**src/rtl/pfe_pkg.sv**
```systemverilog
// Shared types and constants for the postfix expression evaluator.
// Holds the stack cell opcodes, the divider request/response structs and the character codes.
// No dependencies.
package pfe_pkg;

  localparam int STACK_DEPTH = 128;
  localparam int CNT_W       = $clog2(STACK_DEPTH + 1);

  // ASCII codes of the characters that mean something
  localparam logic [7:0] SYM_ZERO  = 8'h30;
  localparam logic [7:0] SYM_NINE  = 8'h39;
  localparam logic [7:0] SYM_PLUS  = 8'h2B;
  localparam logic [7:0] SYM_MINUS = 8'h2D;
  localparam logic [7:0] SYM_STAR  = 8'h2A;
  localparam logic [7:0] SYM_SLASH = 8'h2F;

  // Value returned by a pop from an empty stack
  localparam logic [7:0] EMPTY_POP = 8'hFF;

  // Status codes
  localparam logic [1:0] ERR_NONE  = 2'd0;
  localparam logic [1:0] ERR_UNDER = 2'd1;
  localparam logic [1:0] ERR_OVER  = 2'd2;
  localparam logic [1:0] ERR_DIVZ  = 2'd3;

  typedef enum logic [1:0] {
    CELL_HOLD,
    CELL_TAKE_UP,
    CELL_TAKE_DOWN
  } pfe_cell_op_t;

  typedef struct packed {
    logic       start;
    logic [7:0] dividend;
    logic [7:0] divisor;
  } pfe_div_req_t;

  typedef struct packed {
    logic       busy;
    logic       done;
    logic [7:0] quotient;
  } pfe_div_rsp_t;

endpackage

```
**src/rtl/postfix_expression_evaluator.sv**
```systemverilog
// Postfix evaluator: a chain of stack cells (top at cell 0), an iterative divider, one sequencer.
// Takes one symbol at a time: in_ready is high only when idle, so a new digit, operator or ignored
// character is not taken before the last is done; a '/' with a nonzero divisor waits for the 8-step
// divider. An item marked last is followed by a pop of the result, which waits for a free output slot.
// Synchronous active-low reset empties the stack, clears the error status and out_valid; stack data is not cleared.
// Depends on pfe_pkg, pfe_cell and pfe_div.
module postfix_expression_evaluator
  import pfe_pkg::*;
(
  input  logic              clk,
  input  logic              rst_n,
  input  logic              in_valid,
  output logic              in_ready,
  input  logic [7:0]        in_symbol,
  input  logic              in_last,
  output logic              out_valid,
  input  logic              out_ready,
  output logic signed [7:0] out_value,
  output logic [1:0]        out_status
);

  typedef enum logic [1:0] {
    S_IDLE,
    S_OP,
    S_DIV,
    S_FIN
  } state_t;

  state_t           state_r, state_nxt;
  logic [CNT_W-1:0] cnt_r, cnt_nxt;
  logic [1:0]       err_r, err_nxt;
  logic [7:0]       sym_r, sym_nxt;
  logic             last_r, last_nxt;
  logic             out_valid_r, out_valid_nxt;
  logic [7:0]       out_value_r, out_value_nxt;
  logic [1:0]       out_status_r, out_status_nxt;

  logic [7:0]       cell_q [STACK_DEPTH];
  pfe_cell_op_t     op_top, op_rest;
  logic [7:0]       top_data;

  pfe_div_req_t     div_req;
  pfe_div_rsp_t     div_rsp;

  logic [7:0]       right_opnd, left_opnd;
  logic [15:0]      prod;
  logic             has_one, has_two, is_full;
  logic             is_digit, is_binop;
  logic             slot_free;

  // ---------------------------------------------------------------- stack chain
  for (genvar i = 0; i < STACK_DEPTH; i++) begin : g_cell
    logic [7:0]   up_in;
    logic [7:0]   down_in;
    pfe_cell_op_t cop;
    if (i == 0) begin : g_top
      assign up_in = top_data;
      assign cop   = op_top;
    end else begin : g_body
      assign up_in = cell_q[i-1];
      assign cop   = op_rest;
    end
    if (i == STACK_DEPTH - 1) begin : g_bot
      assign down_in = cell_q[i];
    end else begin : g_mid
      assign down_in = cell_q[i+1];
    end
    pfe_cell u_cell (
      .clk     (clk),
      .op      (cop),
      .up_in   (up_in),
      .down_in (down_in),
      .q       (cell_q[i])
    );
  end

  pfe_div u_div (
    .clk   (clk),
    .rst_n (rst_n),
    .req   (div_req),
    .rsp   (div_rsp)
  );

  // ---------------------------------------------------------------- decode
  assign has_one    = (cnt_r != '0);
  assign has_two    = (cnt_r >= CNT_W'(2));
  assign is_full    = (cnt_r == CNT_W'(STACK_DEPTH));
  assign right_opnd = has_one ? cell_q[0] : EMPTY_POP;
  assign left_opnd  = has_two ? cell_q[1] : EMPTY_POP;
  assign prod       = {8'd0, left_opnd} * {8'd0, right_opnd};
  assign is_digit   = (sym_r >= SYM_ZERO) && (sym_r <= SYM_NINE);
  assign is_binop   = (sym_r == SYM_PLUS) || (sym_r == SYM_MINUS) ||
                      (sym_r == SYM_STAR) || (sym_r == SYM_SLASH);
  assign slot_free  = !out_valid_r || out_ready;

  function automatic logic [1:0] note_err(input logic [1:0] cur, input logic [1:0] code);
    note_err = (cur == ERR_NONE) ? code : cur;
  endfunction

  always_comb begin
    state_nxt      = state_r;
    cnt_nxt        = cnt_r;
    err_nxt        = err_r;
    sym_nxt        = sym_r;
    last_nxt       = last_r;
    out_valid_nxt  = out_valid_r && !out_ready;
    out_value_nxt  = out_value_r;
    out_status_nxt = out_status_r;
    op_top         = CELL_HOLD;
    op_rest        = CELL_HOLD;
    top_data       = 8'd0;
    div_req        = '0;

    case (state_r)
      S_IDLE: begin
        if (in_valid) begin
          sym_nxt   = in_symbol;
          last_nxt  = in_last;
          state_nxt = S_OP;
        end
      end

      S_OP: begin
        state_nxt = last_r ? S_FIN : S_IDLE;
        if (is_digit) begin
          if (is_full) begin
            err_nxt = note_err(err_r, ERR_OVER);
          end else begin
            top_data = sym_r - SYM_ZERO;
            op_top   = CELL_TAKE_UP;
            op_rest  = CELL_TAKE_UP;
            cnt_nxt  = cnt_r + CNT_W'(1);
          end
        end else if (is_binop) begin
          if (!has_two) begin
            err_nxt = note_err(err_r, ERR_UNDER);
          end
          if (sym_r == SYM_SLASH && right_opnd != 8'd0) begin
            // hand off to the divider, stack holds until the quotient is back
            div_req.start    = 1'b1;
            div_req.dividend = left_opnd;
            div_req.divisor  = right_opnd;
            state_nxt        = S_DIV;
          end else begin
            case (sym_r)
              SYM_PLUS:  top_data = left_opnd + right_opnd;
              SYM_MINUS: top_data = left_opnd - right_opnd;
              SYM_STAR:  top_data = prod[7:0];
              default:   top_data = 8'd0;
            endcase
            if (sym_r == SYM_SLASH && has_two) begin
              err_nxt = note_err(err_r, ERR_DIVZ);
            end
            // two pops and a push: net one pop with the new top
            op_top = CELL_TAKE_UP;
            if (has_two) begin
              op_rest = CELL_TAKE_DOWN;
              cnt_nxt = cnt_r - CNT_W'(1);
            end else begin
              cnt_nxt = CNT_W'(1);
            end
          end
        end
      end

      S_DIV: begin
        if (div_rsp.done) begin
          top_data  = div_rsp.quotient;
          op_top    = CELL_TAKE_UP;
          if (has_two) begin
            op_rest = CELL_TAKE_DOWN;
            cnt_nxt = cnt_r - CNT_W'(1);
          end else begin
            cnt_nxt = CNT_W'(1);
          end
          state_nxt = last_r ? S_FIN : S_IDLE;
        end
      end

      S_FIN: begin
        if (slot_free) begin
          out_valid_nxt  = 1'b1;
          out_value_nxt  = has_one ? cell_q[0] : EMPTY_POP;
          out_status_nxt = has_one ? err_r : note_err(err_r, ERR_UNDER);
          cnt_nxt        = '0;
          err_nxt        = ERR_NONE;
          state_nxt      = S_IDLE;
        end
      end

      default: begin
        state_nxt = S_IDLE;
      end
    endcase
  end

  always_ff @(posedge clk) begin
    if (!rst_n) begin
      state_r     <= S_IDLE;
      cnt_r       <= '0;
      err_r       <= ERR_NONE;
      out_valid_r <= 1'b0;
    end else begin
      state_r     <= state_nxt;
      cnt_r       <= cnt_nxt;
      err_r       <= err_nxt;
      out_valid_r <= out_valid_nxt;
    end
    sym_r        <= sym_nxt;
    last_r       <= last_nxt;
    out_value_r  <= out_value_nxt;
    out_status_r <= out_status_nxt;
  end

  assign in_ready   = (state_r == S_IDLE);
  assign out_valid  = out_valid_r;
  assign out_value  = out_value_r;
  assign out_status = out_status_r;

  // ---------------------------------------------------------------- checks
  a_cnt_range: assert property (@(posedge clk) disable iff (!rst_n)
    cnt_r <= CNT_W'(STACK_DEPTH))
    else $error("stack count beyond depth");

  a_div_in_div_state: assert property (@(posedge clk) disable iff (!rst_n)
    div_rsp.busy |-> state_r == S_DIV)
    else $error("divider running outside the divide state");

  a_fin_clears: assert property (@(posedge clk) disable iff (!rst_n)
    (state_r == S_FIN && slot_free) |=> (cnt_r == '0 && err_r == ERR_NONE && out_valid_r))
    else $error("final pop did not clear the stack and post a result");

  a_err_sticky: assert property (@(posedge clk) disable iff (!rst_n)
    (err_r != ERR_NONE && state_r != S_FIN) |=> err_r == $past(err_r))
    else $error("first error overwritten");

  a_no_overwrite: assert property (@(posedge clk) disable iff (!rst_n)
    (out_valid_r && !out_ready) |=> out_valid_r && $stable(out_value_r))
    else $error("pending result lost");

endmodule

```
**src/rtl/pfe_cell.sv**
```systemverilog
// One entry of the operand stack chain.
// Takes its neighbor's value on push or pop, or holds. Uses pfe_pkg.
module pfe_cell
  import pfe_pkg::*;
(
  input  logic         clk,
  input  pfe_cell_op_t op,
  input  logic [7:0]   up_in,
  input  logic [7:0]   down_in,
  output logic [7:0]   q
);

  logic [7:0] q_r;
  logic [7:0] q_nxt;

  always_comb begin
    case (op)
      CELL_TAKE_UP:   q_nxt = up_in;
      CELL_TAKE_DOWN: q_nxt = down_in;
      default:        q_nxt = q_r;
    endcase
  end

  always_ff @(posedge clk) begin
    q_r <= q_nxt;
  end

  assign q = q_r;

endmodule

```
**src/rtl/pfe_div.sv**
```systemverilog
// Iterative signed 8-bit divider, one quotient bit per cycle, truncating toward zero.
// Uses pfe_pkg for the request and response structs.
module pfe_div
  import pfe_pkg::*;
(
  input  logic         clk,
  input  logic         rst_n,
  input  pfe_div_req_t req,
  output pfe_div_rsp_t rsp
);

  logic       busy_r, busy_nxt;
  logic       done_r, done_nxt;
  logic [2:0] cnt_r, cnt_nxt;
  logic [7:0] rem_r, rem_nxt;
  logic [7:0] quo_r, quo_nxt;
  logic [7:0] dvs_r, dvs_nxt;
  logic       neg_r, neg_nxt;
  logic [8:0] rs;
  logic [8:0] diff;
  logic       ge;

  assign rs   = {rem_r, quo_r[7]};
  assign diff = rs - {1'b0, dvs_r};
  assign ge   = (rs >= {1'b0, dvs_r});

  always_comb begin
    busy_nxt = busy_r;
    done_nxt = 1'b0;
    cnt_nxt  = cnt_r;
    rem_nxt  = rem_r;
    quo_nxt  = quo_r;
    dvs_nxt  = dvs_r;
    neg_nxt  = neg_r;
    if (req.start) begin
      // load magnitudes; -128 maps to 128 unsigned
      busy_nxt = 1'b1;
      cnt_nxt  = 3'd0;
      rem_nxt  = 8'd0;
      quo_nxt  = req.dividend[7] ? 8'(-req.dividend) : req.dividend;
      dvs_nxt  = req.divisor[7] ? 8'(-req.divisor) : req.divisor;
      neg_nxt  = req.dividend[7] ^ req.divisor[7];
    end else if (busy_r) begin
      rem_nxt = ge ? diff[7:0] : rs[7:0];
      quo_nxt = {quo_r[6:0], ge};
      cnt_nxt = cnt_r + 3'd1;
      if (cnt_r == 3'd7) begin
        busy_nxt = 1'b0;
        done_nxt = 1'b1;
      end
    end
  end

  always_ff @(posedge clk) begin
    if (!rst_n) begin
      busy_r <= 1'b0;
      done_r <= 1'b0;
      cnt_r  <= 3'd0;
    end else begin
      busy_r <= busy_nxt;
      done_r <= done_nxt;
      cnt_r  <= cnt_nxt;
    end
    rem_r <= rem_nxt;
    quo_r <= quo_nxt;
    dvs_r <= dvs_nxt;
    neg_r <= neg_nxt;
  end

  assign rsp.busy     = busy_r;
  assign rsp.done     = done_r;
  assign rsp.quotient = neg_r ? 8'(-quo_r) : quo_r;

endmodule
```
**config.mk**
```make
export PLATFORM = sky130hd
export DESIGN_NAME = postfix_expression_evaluator
export DESIGN_NICKNAME = d
export VERILOG_FILES = /design/src/rtl/pfe_pkg.sv /design/src/rtl/postfix_expression_evaluator.sv /design/src/rtl/pfe_cell.sv /design/src/rtl/pfe_div.sv
export SDC_FILE = /design/constraint.sdc
export NUM_CORES = 1
export LEC_CHECK = 0
export BUFFER_PORTS_ARGS = -buffer_cell sky130_fd_sc_hd__buf_2
export CAP_MARGIN = 20
export CORE_MARGIN = 5
export CORE_UTILIZATION = 55
export CTS_BUF_LIST = sky130_fd_sc_hd__clkbuf_8
export CTS_CLUSTER_SIZE = 40
export DETAILED_ROUTE_END_ITERATION = 10
export PLACE_DENSITY_LB_ADDON = 0.12
export SLEW_MARGIN = 25
export SYNTH_ARGS = -nofsm -noshare
export SYNTH_HDL_FRONTEND = slang
export SYNTH_HIERARCHICAL = 1
export SYNTH_SLANG_ARGS = --single-unit
```
**constraint.sdc**
```tcl
create_clock -name clk -period 13.3 [get_ports clk]
set_input_delay 1.33 -clock clk [delete_from_list [all_inputs] [get_ports clk]]
set_output_delay 1.33 -clock clk [all_outputs]
set_load 0.05 [all_outputs]
```
==> impl_results.md <==
* Root Driver: clkbuf_8
* Area Growth Syn to Fin at 6.62%
* Skew final at 0.0284 ns
* Syn nets at 3459
* CP peak stage delay at 0.93 ns
* Setup TNS at 0 ns
* Worst setup margin at 6.55 ns
* Total grt overflow at 0
* Die X at 329 um
* End point of the critical path: g_cell[0].u_cell/q[7]
* Synth Instances at 3257
* Syn. warnings at 6
* Max capacitance violation total at 0
* Die footprint at 108000 um^2
* Post-CTS setup buffer count at 0
* Min Tclk post-route at 6.75 ns
* Clock H-tree levels at 4
* Worst Tran Pin Value at 1.03 ns
* Slowest-stage cell, CP: nor4_4
* Rel. slew slack at 30.6%
* Vias per cell at 5.43
* Initial antenna violation count at 2
* First-pass GRT wire length at 160000 um
* Fin. max-slew vios at 0
* Ports at 25
* Worst setup path class: reg -> reg
* Min-delay worst type: reg -> reg
* Clk Latency, worst-skew pair at 0.84 ns
* Leak Pwr at 20.3 nW
* F_max at 148 MHz
* CP Cell Sequence: nor4_4, nand2_1, nand2b_1, clkinv_1, nor2_1, fa_1, fa_1, ha_1, inv_1, fa_1, inv_1, ha_1, a21o_1, a21oi_1, xnor3_1, xnor3_1, a21oi_1, and4b_1, o31a_1, mux2_4
* Drc violations at 0
* FF-to-FF End: g_cell[0].u_cell/q[7]
* Pre-CTS setup slack at 6.38 ns
* RSZ-0062 raised after global routing: false
* Vias in the first global route at 28.6k
* Final Cycle Share at 50.7%
* Final setup viols at 0
* Post-CTS sizing at 0
* Post-Syn Area per Cell at 17.2 um^2
* Routed Antenna Nets at 0
* CP max FO at 19
* DRT iter0 DRCs at 1826
* Reg clk slew, reported paths at 0.06 ns
* IO buf count at 24
* Fin. Hold Viols at 0
* CP dominant cell by count: fa_1
* Final RePlAce weighted congestion at 0.869
* Die Y at 329 um
* FF-to-FF Start: cnt_r[7]
* CP endpoint kind: flop
* TritonCTS clock tree: done
* Synthesized area at 55900 um^2
* Total number of vias at 26.3k
* CTS Buf Count at 182
* Nature of the critical path startpoint: flop
* Reg2Reg Depth at 20
* Worst endpoint data arrival time at 7.32 ns
* Pwr dens at 122 nW/um^2
* 1st-pass router iterations at 5
* Initial Util at 55.1%
* Status: finished, final reports clean
* Worst EP required at 13.88 ns
* GRT Total Usage at 18.5%
* Pin count of the biggest net entering global routing at 71
* Wire length per cell at 21.1 um
* Fill cells at 7749
* Critical path origin: cnt_r[7]
* Drt total wl at 102000 um
* R2R Setup Slk at 6.55 ns
* Fin util at 58.8%
* Ratio of cells with drive above 1 in the final layout at 37.6%
* Core area at 101000 um^2
* CTS max path bufs at 3
* Nets@finish at 3515
* Site row count at 117
* Hpwl dp at 71100 um
* Sink Count at 1086
* Max IR drop VDD at 0.151 mV
* Hold buffers post-CTS at 0
[power breakdown]
group          switching (mW)  internal [mW]
Combinational           0.420          0.386
Sequential             0.0142           3.72
Clock                    1.36           1.40
Total                    1.80           5.50
[per-layer routing]
layer  share of wire (%)  GRT usage, %  up-vias
met1                  47          25.3    13400
met4                 1.7          4.98        0
met2                  48          30.9      535
met5                   0             0        -
li1                    -             -    12200
met3                 3.8          3.34      155
[how the worst min path moves through the flow]
stage	slack (ns)	depth (start not counted)	endpoint	startpoint
floorplan	0.44	2	u_div/rem_r[7]	u_div/rem_r[7]
global placement	0.45	2	u_div/rem_r[7]	u_div/rem_r[7]
detailed placement	0.49	2	u_div/rem_r[7]	u_div/rem_r[7]
CTS	0.50	2	u_div/rem_r[7]	u_div/rem_r[7]
global route	0.55	2	u_div/rem_r[7]	u_div/rem_r[7]
finish	0.51	2	u_div/cnt_r[1]	u_div/cnt_r[1]
[metrics by stage]
step | instances | cell area [um^2] | power, mW | hold slack [ns]
after floorplan | 3257 | 55900 | 4.41 | 0.437
after detailed placement | 4496 | 56200 | 4.61 | 0.486
after global routing | 4839 | 59600 | 7.65 | 0.553
final | 4839 | 59600 | 7.30 | 0.513
after CTS | 4835 | 59600 | 7.40 | 0.500
after global placement | 4496 | 56200 | 4.59 | 0.453
[area by class of cell]
cell class	count	area (um^2)	area share, %
well taps	1368	1710	2.87
clock inverters	155	827	1.39
multi-input cells	1681	20800	34.8
inverters	330	1240	2.08
flip-flops and latches	1086	32400	54.3
repair buffers	32	200	0.336
clock buffers	184	2530	4.25
diodes	3	7.51	0.0126
[state kept, by name, indices dropped and copies added, names as in the netlist, 3 cells and up]
register         cells
g_cell.u_cell/q   1024
u_div/quo_r          8
u_div/cnt_r          3
u_div/rem_r          8
cnt_r                8
out_value            8
u_div/dvs_r          8
sym_r                8
[critical path, delay by kind of cell, from the launching register on]
kind / cells / cell delay (ns)
and+or+nand+nor: 5 / 2.27
adders and majority gates: 5 / 1.70
AOI/OAI and AO/OA: 4 / 0.76
xor gates and xnor gates: 2 / 0.71
buffers and inverters: 3 / 0.40
DFF: 1 / 0.38
muxes: 1 / 0.27
[cells in the final DEF (no fill, tap or decap), types with 7 or more instances in the layout]
master and n:
a21oi_1 40, a22oi_1 8, and3_1 7, buf_2 24, buf_4 7, clkbuf_8 184, clkinv_1 57, clkinv_2 25
dfxtp_1 26, edfxtp_1 1060, fa_1 14, ha_1 175, inv_1 383, mux2_4 1024, mux2i_1 12, nand2_1 42
nand2b_1 26, nand3_1 13, nor2_1 89, nor2b_1 24, nor3_1 8, o21ai_0 34, o22ai_1 11, o31ai_1 7
xnor2_1 33, xor2_1 13
Note: power is estimated with default switching activity, not from simulation.
